--- src/hdl/tmu_pkg.sv ---
// Package for the triangle measure unit: widths, fixed-point constants and item types.
// No dependencies. Every module of the block imports it.
package tmu_pkg;

  localparam int FRAC_BITS = 8;

  localparam int COORD_W = 16;
  localparam int DELTA_W = COORD_W + 1;
  localparam int PROD_W  = 2 * DELTA_W;
  localparam int D2_W    = PROD_W;
  localparam int CR_W    = PROD_W + 1;
  localparam int ACR_W   = PROD_W;

  localparam int ROOT_W  = D2_W / 2 + FRAC_BITS + 1;
  localparam int REM_W   = ROOT_W + 3;
  localparam int SQ_X_W  = 2 * ROOT_W;

  localparam int SIDE_W  = 25;
  localparam int PERIM_W = 27;
  localparam int AREA_W  = 39;
  localparam int AREA_SH = FRAC_BITS - 1;

  localparam int QUO_W   = SIDE_W + 1;
  localparam int NUM_W   = ACR_W + 2 * FRAC_BITS + 1;
  localparam int HI_W    = NUM_W - QUO_W;

  localparam int SQRT_LAT = ROOT_W;
  localparam int DIV_LAT  = QUO_W + 1;
  localparam int ACR_DLY  = SQRT_LAT - 1;
  localparam int PASS_DLY = DIV_LAT;
  localparam int PIPE_LEN = 3 + SQRT_LAT + 1 + DIV_LAT;

  localparam logic [SIDE_W-1:0] SIDE_MAX = '1;
  localparam logic [AREA_W-1:0] AREA_MAX = '1;

  typedef struct packed {
    logic [COORD_W-1:0] c_y;
    logic [COORD_W-1:0] c_x;
    logic [COORD_W-1:0] b_y;
    logic [COORD_W-1:0] b_x;
    logic [COORD_W-1:0] a_y;
    logic [COORD_W-1:0] a_x;
  } tmu_in_t;

  typedef struct packed {
    logic [SIDE_W-1:0]  height_to_c;
    logic [SIDE_W-1:0]  height_to_b;
    logic [SIDE_W-1:0]  height_to_a;
    logic [AREA_W-1:0]  tri_area;
    logic [PERIM_W-1:0] perim;
    logic [SIDE_W-1:0]  side_c;
    logic [SIDE_W-1:0]  side_b;
    logic [SIDE_W-1:0]  side_a;
  } tmu_out_t;

  typedef struct packed {
    logic               degen;
    logic [AREA_W-1:0]  tri_area;
    logic [PERIM_W-1:0] perim;
    logic [SIDE_W-1:0]  side_c;
    logic [SIDE_W-1:0]  side_b;
    logic [SIDE_W-1:0]  side_a;
  } tmu_pass_t;

  localparam int IN_DATA_W  = $bits(tmu_in_t);
  localparam int OUT_DATA_W = $bits(tmu_out_t);

endpackage

--- src/hdl/tmu_isqrt.sv ---
// Pipelined digit-by-digit square root, one result bit per register stage.
// Depends on tmu_pkg. Used by triangle_measure_unit for the side lengths.
module tmu_isqrt (
  input  logic                       clk,
  input  logic                       en,
  input  logic [tmu_pkg::D2_W-1:0]   d2,
  output logic [tmu_pkg::ROOT_W-1:0] root
);
  import tmu_pkg::*;

  logic [REM_W-1:0]  rem_r  [ROOT_W-1];
  logic [SQ_X_W-1:0] x_r    [ROOT_W-1];
  logic [ROOT_W-1:0] root_r [ROOT_W];

  logic [REM_W-1:0]  rem_i  [ROOT_W];
  logic [SQ_X_W-1:0] x_i    [ROOT_W];
  logic [ROOT_W-1:0] root_i [ROOT_W];

  assign rem_i[0]  = '0;
  assign root_i[0] = '0;
  assign x_i[0]    = {d2, {(SQ_X_W - D2_W){1'b0}}};

  genvar s;
  generate
    for (s = 0; s < ROOT_W; s++) begin : g_stage
      logic [REM_W-1:0] rem_sh;
      logic [REM_W-1:0] trial;
      logic             ge;

      if (s > 0) begin : g_link
        assign rem_i[s]  = rem_r[s-1];
        assign root_i[s] = root_r[s-1];
        assign x_i[s]    = x_r[s-1];
      end

      assign rem_sh = {rem_i[s][REM_W-3:0], x_i[s][SQ_X_W-1 -: 2]};
      assign trial  = {{(REM_W - ROOT_W - 2){1'b0}}, root_i[s], 2'b01};
      assign ge     = rem_sh >= trial;

      always_ff @(posedge clk) begin
        if (en) begin
          root_r[s] <= {root_i[s][ROOT_W-2:0], ge};
        end
      end

      if (s < ROOT_W - 1) begin : g_carry
        logic [REM_W-1:0] rem_nxt;
        assign rem_nxt = ge ? rem_sh - trial : rem_sh;
        always_ff @(posedge clk) begin
          if (en) begin
            rem_r[s] <= rem_nxt;
            x_r[s]   <= {x_i[s][SQ_X_W-3:0], 2'b00};
          end
        end
      end
    end
  endgenerate

  assign root = root_r[ROOT_W-1];

endmodule

--- config.mk ---
export PLATFORM = sky130hd
export DESIGN_NAME = tmu_isqrt
export DESIGN_NICKNAME = d
export VERILOG_FILES = /design/src/hdl/tmu_pkg.sv /design/src/hdl/tmu_isqrt.sv
export SDC_FILE = /design/constraint.sdc
export NUM_CORES = 2
export LEC_CHECK = 0
export ABC_AREA = 1
export ABC_CLOCK_PERIOD_IN_PS = 3000
export BUFFER_PORTS_ARGS = -buffer_cell sky130_fd_sc_hd__buf_4
export CAP_MARGIN = 20
export CORE_UTILIZATION = 45
export DETAILED_ROUTE_END_ITERATION = 10
export SLEW_MARGIN = 20
export SYNTH_ARGS = -nofsm -noshare
export SYNTH_HDL_FRONTEND = slang
export SYNTH_SLANG_ARGS = --single-unit
--- constraint.sdc ---
create_clock -name clk -period 3 [get_ports clk]
set_clock_uncertainty 0.2 [all_clocks]
set_input_delay 0.3 -clock clk [delete_from_list [all_inputs] [get_ports clk]]
set_output_delay 0.3 -clock clk [all_outputs]
set_load 0.02 [all_outputs]
==> results.py <==
metrics = {
    "routing": {
        "routedWlPerCell_um": 17.9,
        "drt-total-wl_mm": 218,
        "vias_per_cell": 5.07,
        "drtIter0Drc": 4898,
        "drcViolationCount": 0,
        "drt_pre_antenna_iters": 6,
        "vias": 62000,
        "ant_nets": 0,
    },
    "yosys": {
        "yosysMostFrequentCell": "nand2_1",
        "yosysTopAreaCellShare_pct": 48.8,
        "ys_warn_count": 0,
        "synth_edf_count": 1254,
        "ys_seq_area_share_pct": 48.8,
        "ys_seq_elements": 1254,
        "yosys.area.top_type": "edfxtp_1",
        "synth.avg_cell_area_um2": 8.07,
        "syn_nets": 9977,
        "synthCells": 9571,
        "synth-main-ff-cell": "edfxtp_1",
        "yosys-top-cells-count": "nand2_1, inv_1, edfxtp_1, nor2_1, nand3_1",
        "syn_area_um2": 77200,
        "async_reset_ff_share_pct": 0,
        "ys_types": 55,
        "synth.area.top_cells": "edfxtp_1, nand2_1, inv_1, ha_1, nor2_1",
    },
    "global_route": {
        "first_global_vias": 59700,
        "overflow": 0,
        "antenna_found_initial": 4,
        "grt_usage_pct": 25.0,
        "grt_pass1_wl_mm": 338,
        "grt_max_degree": 90,
    },
    "pwr": {
        "power_mw": 54.9,
        "p_leak_nw": 40.8,
        "ir_drop_uv": 654,
        "cellPowerDensity_nw_per_um2": 636,
    },
    "floorplan": {
        "io_pins": 62,
        "die_h_um": 416,
        "dieArea_um2": 173000,
        "fp-row-count": 151,
        "start_util_pct": 45.5,
        "fp.coreArea_um2": 170000,
        "chipWidth_um": 416,
    },
    "timing": {
        "slew_viol_final": 0,
        "worst_pin_slew_ns": 0.691,
        "post-route-period-util_pct": 94.8,
        "setup_ws_ns": 0.155,
        "fmax_mhz": 351,
        "setup_violations": 0,
        "timing.setup.tns_ns": 0,
        "holdWs_ns": 0.0725,
        "hold_viol": 0,
        "maxSlewHeadroom_pct": 53.5,
        "rsz0062_at_grt": "no",
        "fin_crit_ns": 2.85,
    },
    "critical_path": {
        "crit_type": "reg -> reg",
        "startpoint_type": "flop",
        "arrival_ns": 3.19,
        "critPathRequiredTime_ns": 3.34,
        "worstSetupEndpointType": "flop",
        "cp_max_fo": 4,
    },
    "cts": {
        "cts_buffers": 142,
        "cts_sinks": 1254,
        "clkLatencyLatePin_ns": 0.80,
        "post_cts_buffers": 0,
        "htree_num_levels": 4,
        "clockRootBuffer": "clkbuf_16",
        "cts.reportedPaths.clkPinSlew_ns": 0.07,
        "clock_path_buffers": 3,
        "cts_tree": "yes",
    },
    "finish": {
        "finish.instance_area_um2": 86400,
        "final_core_util_pct": 50.8,
        "nets": 10300,
        "syn_to_final_growth_pct": 11.9,
        "instances_no_fill": 12200,
        "drive_gt1_share_pct": 6.71,
    },
    "status": {
        "status": "finished, final reports clean",
    },
    "placed_design": {
        "port_buffers": 61,
        "dp_cells": 11900,
        "dp_worst_setup_slack_ns": 0.160,
        "placed_area_um2": 81200,
        "gp_congestion": 0.976,
        "dp_hpwl_mm": 173,
    },
    "hold_path": {
        "min_path_type": "in -> reg",
    },
    "flow_run": {
        "cap_viol_max_count": 0,
    },
}
[layout by cell type (no fill, tap or decap), types with 12 or more instances in the layout]
cell type / Yosys / routed
a21oi_2: 68 / 68
dlygate4sd3_1: 0 / 60
nor3_1: 102 / 102
nor2_1: 825 / 824
clkinv_2: 0 / 22
inv_1: 1666 / 1666
clkbuf_16: 0 / 145
bufinv_16: 0 / 12
o21ai_2: 13 / 13
ha_1: 362 / 361
o21ai_0: 120 / 120
nor2_2: 44 / 44
nor4_1: 14 / 14
nand2_2: 23 / 23
inv_2: 36 / 36
a21oi_1: 277 / 277
buf_12: 0 / 30
nand3b_1: 86 / 86
xnor2_1: 71 / 71
and2_1: 16 / 16
edfxtp_1: 1254 / 1254
clkinv_1: 0 / 26
o21ai_1: 49 / 49
nand2_1: 3395 / 3395
or2_2: 34 / 34
xor2_1: 186 / 186
nand3_1: 581 / 581
clkbuf_1: 2 / 24
nand4_1: 166 / 166
buf_4: 28 / 166
[area by class of cell]
cell class              count  area [um2]
clock inverters            90         875
multi-input cells        6527       32400
well taps                2218        2780
inverters                1707        6420
fillers                 16300       83500
clock buffers             169        3720
diodes                      2        5.00
repair buffers            257        2470
flip-flops and latches   1254       37700
[metal layers]
layer,global-route usage (%),wire (um)
met4,7.49,5990
met5,0,0
met2,40.5,98800
met1,35.2,102000
met3,2.90,11200
[critical path, cell delays in order (launching register included)]
cell	delay [ns]
edfxtp_1	0.47
ha_1	0.29
fa_1	0.42
nand3_1	0.15
nand3_1	0.21
nand2_1	0.11
nand2_1	0.20
a21oi_1	0.30
nand2_1	0.08
nand3_1	0.08
nand2_1	0.09
[state kept, by name, indices dropped and copies added (netlist names)]
signal,flops
rem_r,631
x_r,272
root_r,351
[logic make-up after synthesis]
family          after synthesis  synth area share [%]
simple gates               5343                  28.9
buf+inv                    1790                  9.22
flops                      1254                  48.8
compound gates              556                  4.13
fa+ha+maj                   370                  6.07
xor+xnor                    257                  2.92
other cells                   1               0.00486
[final timing paths]
kind / end / cells past startpoint / slack, ns / startpoint
worst max register to register: rem_r[1][221] / 10 / 0.15 / rem_r[1][174]
worst min register to register: x_r[0][434] / 0 / 0.21 / x_r[0][382]
worst max-delay path: rem_r[1][221] / 10 / 0.15 / rem_r[1][174]
worst min-delay path: x_r[0][34] / 2 / 0.07 / d2[16]
[what timing repair did]
action / 4_1_cts / 5_1_grt
hold buffers: 60 / 0
setup endpoints to repair: 0 / 25
resized for setup: 0 / 3
endpoints found under the hold margin: 324 / 0
[power breakdown]
part / leakage [nW] / switching (mW) / internal (mW)
combinational: 26.7 / 9.29 / 4.67
sequential: 11.9 / 1.72 / 22.0
clock: 2.23 / 7.29 / 9.96
Note: power is estimated with default switching activity, not from simulation.
