**config.mk**
```make
export PLATFORM = sky130hd
export DESIGN_NAME = tmu_div
export DESIGN_NICKNAME = d
export VERILOG_FILES = /design/src/hdl/tmu_pkg.sv /design/src/hdl/tmu_div.sv
export SDC_FILE = /design/constraint.sdc
export NUM_CORES = 2
export LEC_CHECK = 0
export BUFFER_PORTS_ARGS = -buffer_cell sky130_fd_sc_hd__buf_2
export CAP_MARGIN = 10
export CORE_MARGIN = 5
export CORE_UTILIZATION = 55
export CTS_CLUSTER_DIAMETER = 80
export DETAILED_ROUTE_END_ITERATION = 10
export GPL_TIMING_DRIVEN = 0
export HOLD_SLACK_MARGIN = 0.15
export PLACE_DENSITY = 0.71
export SYNTH_ARGS = -nofsm -noshare
export SYNTH_HDL_FRONTEND = slang
export SYNTH_SLANG_ARGS = --single-unit
```
**constraint.sdc**
```tcl
create_clock -name clk -period 4.15 [get_ports clk]
set_input_delay 0.83 -clock clk [delete_from_list [all_inputs] [get_ports clk]]
set_output_delay 0.83 -clock clk [all_outputs]
set_load 0.1 [all_outputs]
```
**src/hdl/tmu_pkg.sv**
```systemverilog
// Package for the triangle measure unit: widths, fixed-point constants and item types.
// No dependencies. Every module of the block imports it.
package tmu_pkg;

  localparam int FRAC_BITS = 8;

  localparam int COORD_W = 16;
  localparam int DELTA_W = COORD_W + 1;
  localparam int PROD_W  = 2 * DELTA_W;
  localparam int D2_W    = PROD_W;
  localparam int CR_W    = PROD_W + 1;
  localparam int ACR_W   = PROD_W;

  localparam int ROOT_W  = D2_W / 2 + FRAC_BITS + 1;
  localparam int REM_W   = ROOT_W + 3;
  localparam int SQ_X_W  = 2 * ROOT_W;

  localparam int SIDE_W  = 25;
  localparam int PERIM_W = 27;
  localparam int AREA_W  = 39;
  localparam int AREA_SH = FRAC_BITS - 1;

  localparam int QUO_W   = SIDE_W + 1;
  localparam int NUM_W   = ACR_W + 2 * FRAC_BITS + 1;
  localparam int HI_W    = NUM_W - QUO_W;

  localparam int SQRT_LAT = ROOT_W;
  localparam int DIV_LAT  = QUO_W + 1;
  localparam int ACR_DLY  = SQRT_LAT - 1;
  localparam int PASS_DLY = DIV_LAT;
  localparam int PIPE_LEN = 3 + SQRT_LAT + 1 + DIV_LAT;

  localparam logic [SIDE_W-1:0] SIDE_MAX = '1;
  localparam logic [AREA_W-1:0] AREA_MAX = '1;

  typedef struct packed {
    logic [COORD_W-1:0] c_y;
    logic [COORD_W-1:0] c_x;
    logic [COORD_W-1:0] b_y;
    logic [COORD_W-1:0] b_x;
    logic [COORD_W-1:0] a_y;
    logic [COORD_W-1:0] a_x;
  } tmu_in_t;

  typedef struct packed {
    logic [SIDE_W-1:0]  height_to_c;
    logic [SIDE_W-1:0]  height_to_b;
    logic [SIDE_W-1:0]  height_to_a;
    logic [AREA_W-1:0]  tri_area;
    logic [PERIM_W-1:0] perim;
    logic [SIDE_W-1:0]  side_c;
    logic [SIDE_W-1:0]  side_b;
    logic [SIDE_W-1:0]  side_a;
  } tmu_out_t;

  typedef struct packed {
    logic               degen;
    logic [AREA_W-1:0]  tri_area;
    logic [PERIM_W-1:0] perim;
    logic [SIDE_W-1:0]  side_c;
    logic [SIDE_W-1:0]  side_b;
    logic [SIDE_W-1:0]  side_a;
  } tmu_pass_t;

  localparam int IN_DATA_W  = $bits(tmu_in_t);
  localparam int OUT_DATA_W = $bits(tmu_out_t);

endpackage

```
**src/hdl/tmu_div.sv**
```systemverilog
// Pipelined restoring divider for the heights: quotient of the scaled cross product by a side.
// Depends on tmu_pkg. One quotient bit per stage after an overflow-check stage.
module tmu_div (
  input  logic                      clk,
  input  logic                      en,
  input  logic [tmu_pkg::ACR_W-1:0]  num,
  input  logic [tmu_pkg::SIDE_W-1:0] den,
  output logic [tmu_pkg::QUO_W-1:0]  quo,
  output logic                      ovf
);
  import tmu_pkg::*;

  logic [NUM_W-1:0]       n_full;
  logic [HI_W+SIDE_W-1:0] hi_ext;
  logic [HI_W+SIDE_W-1:0] den_ext;

  logic [SIDE_W-1:0] rem_r [QUO_W];
  logic [QUO_W-1:0]  lo_r  [QUO_W];
  logic [SIDE_W-1:0] den_r [QUO_W];
  logic              ovf_r [QUO_W+1];
  logic [QUO_W-1:0]  q_r   [QUO_W];
  logic [QUO_W-1:0]  q_i   [QUO_W];

  assign n_full  = {num, {(2 * FRAC_BITS + 1){1'b0}}};
  assign hi_ext  = {{SIDE_W{1'b0}}, n_full[NUM_W-1:QUO_W]};
  assign den_ext = {{HI_W{1'b0}}, den};

  always_ff @(posedge clk) begin
    if (en) begin
      rem_r[0] <= hi_ext[SIDE_W-1:0];
      lo_r[0]  <= n_full[QUO_W-1:0];
      den_r[0] <= den;
      ovf_r[0] <= hi_ext >= den_ext;
    end
  end

  assign q_i[0] = '0;

  genvar s;
  generate
    for (s = 0; s < QUO_W; s++) begin : g_step
      logic [SIDE_W:0] rem2;
      logic            ge;

      if (s > 0) begin : g_link
        assign q_i[s] = q_r[s-1];
      end

      assign rem2 = {rem_r[s], lo_r[s][QUO_W-1]};
      assign ge   = rem2 >= {1'b0, den_r[s]};

      always_ff @(posedge clk) begin
        if (en) begin
          q_r[s]     <= {q_i[s][QUO_W-2:0], ge};
          ovf_r[s+1] <= ovf_r[s];
        end
      end

      if (s < QUO_W - 1) begin : g_carry
        logic [SIDE_W:0] diff;
        assign diff = rem2 - {1'b0, den_r[s]};
        always_ff @(posedge clk) begin
          if (en) begin
            rem_r[s+1] <= ge ? diff[SIDE_W-1:0] : rem2[SIDE_W-1:0];
            lo_r[s+1]  <= {lo_r[s][QUO_W-2:0], 1'b0};
            den_r[s+1] <= den_r[s];
          end
        end
      end
    end
  endgenerate

  assign quo = q_r[QUO_W-1];
  assign ovf = ovf_r[QUO_W];

endmodule

```
==> results.json <==
{
  "status": "completed",
  "period_minus_slack_ns": 4.063,
  "htreeDepth": 4,
  "die_width_microns": 420.8,
  "final_cell_count_no_fill": 10510,
  "clock_path_buffers": 3,
  "syn_avg_cell_area_sq_um": 11.86,
  "p_leak_nw": 42.13,
  "synth_seq_area_share_pct": 55.74,
  "ys_seq_elements": 1723,
  "place_area_sq_um": 96330,
  "clock_skew_ns": 0.03216,
  "worstMarginPinSlew_ns": 1.164,
  "avgRoutedWirePerCell_microns": 20.13,
  "finish.instance_area_sq_um": 103100,
  "floorplan.initialDensity_pct": 55.44,
  "num_vias": 61130,
  "hold_class": "in -> reg",
  "drt-total-wl_mm": 211.5,
  "relSlewSlack_pct": 20.39,
  "cts_root_buf": "clkbuf_16",
  "arrival_ns": 4.60,
  "synth_nets": 8587,
  "final-seq-area_sq_um": 51740,
  "antenna_found_initial": 9,
  "antenna_left": 0,
  "dieArea_sq_um": 177100,
  "period_share_pct": 97.91,
  "clock-sinks": 1723,
  "powerDensity_nw_per_um2": 791.2,
  "port-buffer-count": 87,
  "place_hpwl_mm": 158.8,
  "insertion_delay_ns": 0.82,
  "overflow": 0,
  "crit_path_end_kind": "flip-flop",
  "start_kind": "flip-flop",
  "grt_pass1_wl_mm": 329.2,
  "syn_to_final_growth_pct": 11.08,
  "track_usage_pct": 23.64,
  "setup_viol_count_final": 0,
  "cts_buffers": 184,
  "yosys_warnings": 0,
  "globalplace.congestion": 0.9211,
  "cts_tree": "done",
  "drc": 0,
  "cap_violations": 0,
  "grt_pass1_vias": 58870,
  "worstPathRequired_ns": 4.69,
  "fmax_mhz": 246.1,
  "finalHoldViolations": 0,
  "synth_edf_count": 1723,
  "synth_top_area_share_pct": 55.74,
  "r2r_slack_ns": 0.09,
  "fill_cells": 13150,
  "nNetsFinal": 8907,
  "grt_max_degree": 187,
  "ys_top_cells_by_area": "edfxtp_1, ha_1, inv_1",
  "synthTopCellsByCount": "edfxtp_1, inv_1, ha_1",
  "drive_above_1_share_pct": 9.566,
  "synth_top_cell_by_area": "edfxtp_1",
  "synthFlopType": "edfxtp_1",
  "initialDrtViolationCount": 5576,
  "die_y_microns": 420.8,
  "cpPeakStageDelay_ns": 1.01,
  "netlist_area_sq_um": 92820,
  "synthCells": 7827,
  "dr.pass1.iters": 6,
  "critPathMaxFanout": 4,
  "drv_slew": 0,
  "crit_path_cell_trace": "inv_1, ha_1, nor2b_1, o21a_1, o21ai_0, a32oi_1, o41ai_1, o31ai_1, a211oi_1, xor2_1, o21ai_0",
  "async_flop_share_pct": 0,
  "critical_path.most_common_cell": "o21ai_0",
  "cp_slowest_cell": "o41ai_1",
  "ir_drop_mv": 0.4929,
  "synth_cell_types": 93,
  "dp.cells": 10130,
  "ios": 88,
  "yosys.cell_count.top_type": "edfxtp_1",
  "viasPerCell": 5.818,
  "path_class": "reg -> reg",
  "fp.coreArea_sq_um": 167400,
  "clkSlewWorstSetupHoldPaths_ns": 0.06,
  "multi_input_area_sq_um": 37420,
  "rows": 150
}
[kinds of logic (layout without fill, tap and decap cells)]
kind of cell	after synthesis	after routing	synth area share, %
AOI/OAI and AO/OA	2012	2012	13.70
xor gates and xnor gates	517	517	4.878
adders and majority gates	699	699	9.625
buffers and inverters	1004	1477	4.176
DFF	1723	1723	55.74
muxes	300	300	3.754
other	0	3	0
and+or+nand+nor	1572	1572	8.126
[layer usage]
layer | global-route usage (%) | up-vias | wire [microns]
li1 | - | 29490 | -
met2 | 35.91 | 1764 | 92580
met3 | 4.915 | 372 | 14470
met4 | 8.091 | 4 | 7286
met1 | 34.07 | 29500 | 97120
met5 | 0 | - | 27
[what timing repair did]
| action | in CTS | in global routing |
|---|---|---|
| pin swaps | 0 | 6 |
| hold endpoints to repair | 31 | 0 |
| endpoints found under the setup margin | 170 | 307 |
| setup buffers | 0 | 7 |
| resized for setup | 23 | 62 |
| cloned | 0 | 0 |
| hold buffers | 31 | 0 |
[cell usage in the layout (no fill, tap or decap), types with 20 or more instances in the layout]
cell / n
a211oi_1: 50
a21boi_0: 24
a21o_1: 329
a21oi_1: 603
a31oi_1: 69
and2_1: 34
and3_1: 66
buf_2: 109
bufinv_16: 25
clkbuf_1: 134
clkbuf_16: 186
clkbuf_2: 24
clkinv_1: 41
clkinv_2: 24
dlygate4sd3_1: 31
edfxtp_1: 1723
fa_1: 25
ha_1: 674
inv_1: 835
mux2_2: 245
mux2_4: 35
mux2i_1: 20
nand2_1: 472
nand2b_1: 77
nand3_1: 117
nand4_1: 86
nor2_1: 415
nor2b_1: 93
nor3_1: 70
nor4_1: 22
o211ai_1: 24
o21a_1: 91
o21ai_0: 469
o21bai_1: 57
o31ai_1: 36
or3_1: 22
xnor2_1: 296
xor2_1: 221
[layout make-up]
| class | instances | share of cell area (%) |
|---|---|---|
| multi-input combinational | 5100 | 36.29 |
| timing repair buffer | 136 | 1.082 |
| sequential | 1723 | 50.18 |
| tap | 2204 | 2.675 |
| clock inverter | 121 | 1.340 |
| antenna | 3 | 0.007281 |
| inverter | 837 | 3.047 |
| clock buffer | 218 | 4.631 |
| buffer | 165 | 0.7475 |
[stage by stage]
| step | power [mW] | TNS [ns] | utilization [%] | hold WS (ns) | setup slack [ns] |
|---|---|---|---|---|---|
| after global routing | 86.93 | -0.002147 | 61.58 | 0.1765 | -0.002147 |
| after CTS | 81.39 | 0 | 61.44 | 0.1521 | 0.004481 |
| after global placement | 64.31 | - | 57.35 | 0.4008 | -24.21 |
| after detailed placement | 64.17 | -25.62 | 57.54 | 0.4045 | -0.4767 |
| final | 81.57 | 0 | 61.59 | 0.2207 | 0.08686 |
| after floorplan | 54.48 | 0 | - | 0.4003 | 0.7287 |
[worst max-delay path, delay by kind of cell, from the launching register on]
kind / cells / cell delay, ns
AO/OA/AOI/OAI: 7 / 2.66
XOR/XNOR: 1 / 0.17
adder cells (fa/ha/maj): 1 / 0.27
buffers and inverters: 1 / 0.08
flip-flops: 1 / 0.42
AND/OR/NAND/NOR: 1 / 0.16
[where the power goes]
part / internal [mW] / switching [mW] / leakage, nW
Combinational: 15.8 / 21.0 / 22.3
Clock: 9.81 / 6.90 / 2.98
Sequential: 25.5 / 2.56 / 16.8
Total: 51.1 / 30.4 / 42.1
[registers in the layout, indices dropped and copies added (netlist names)]
| signal | cells |
|---|---|
| den_r | 650 |
| lo_r | 45 |
| ovf_r | 27 |
| q_r | 351 |
| rem_r | 650 |
[path summary, 6_finish.rpt]
kind              cells past startpoint           end    startpoint
setup / recovery                     11  rem_r[2][74]  den_r[8][27]
hold / removal                        1  den_r[0][11]       den[11]
setup reg to reg                     11  rem_r[2][74]  den_r[8][27]
hold reg to reg                       0   q_r[1][235]   q_r[1][208]
Note: power is estimated with default switching activity, not from simulation.
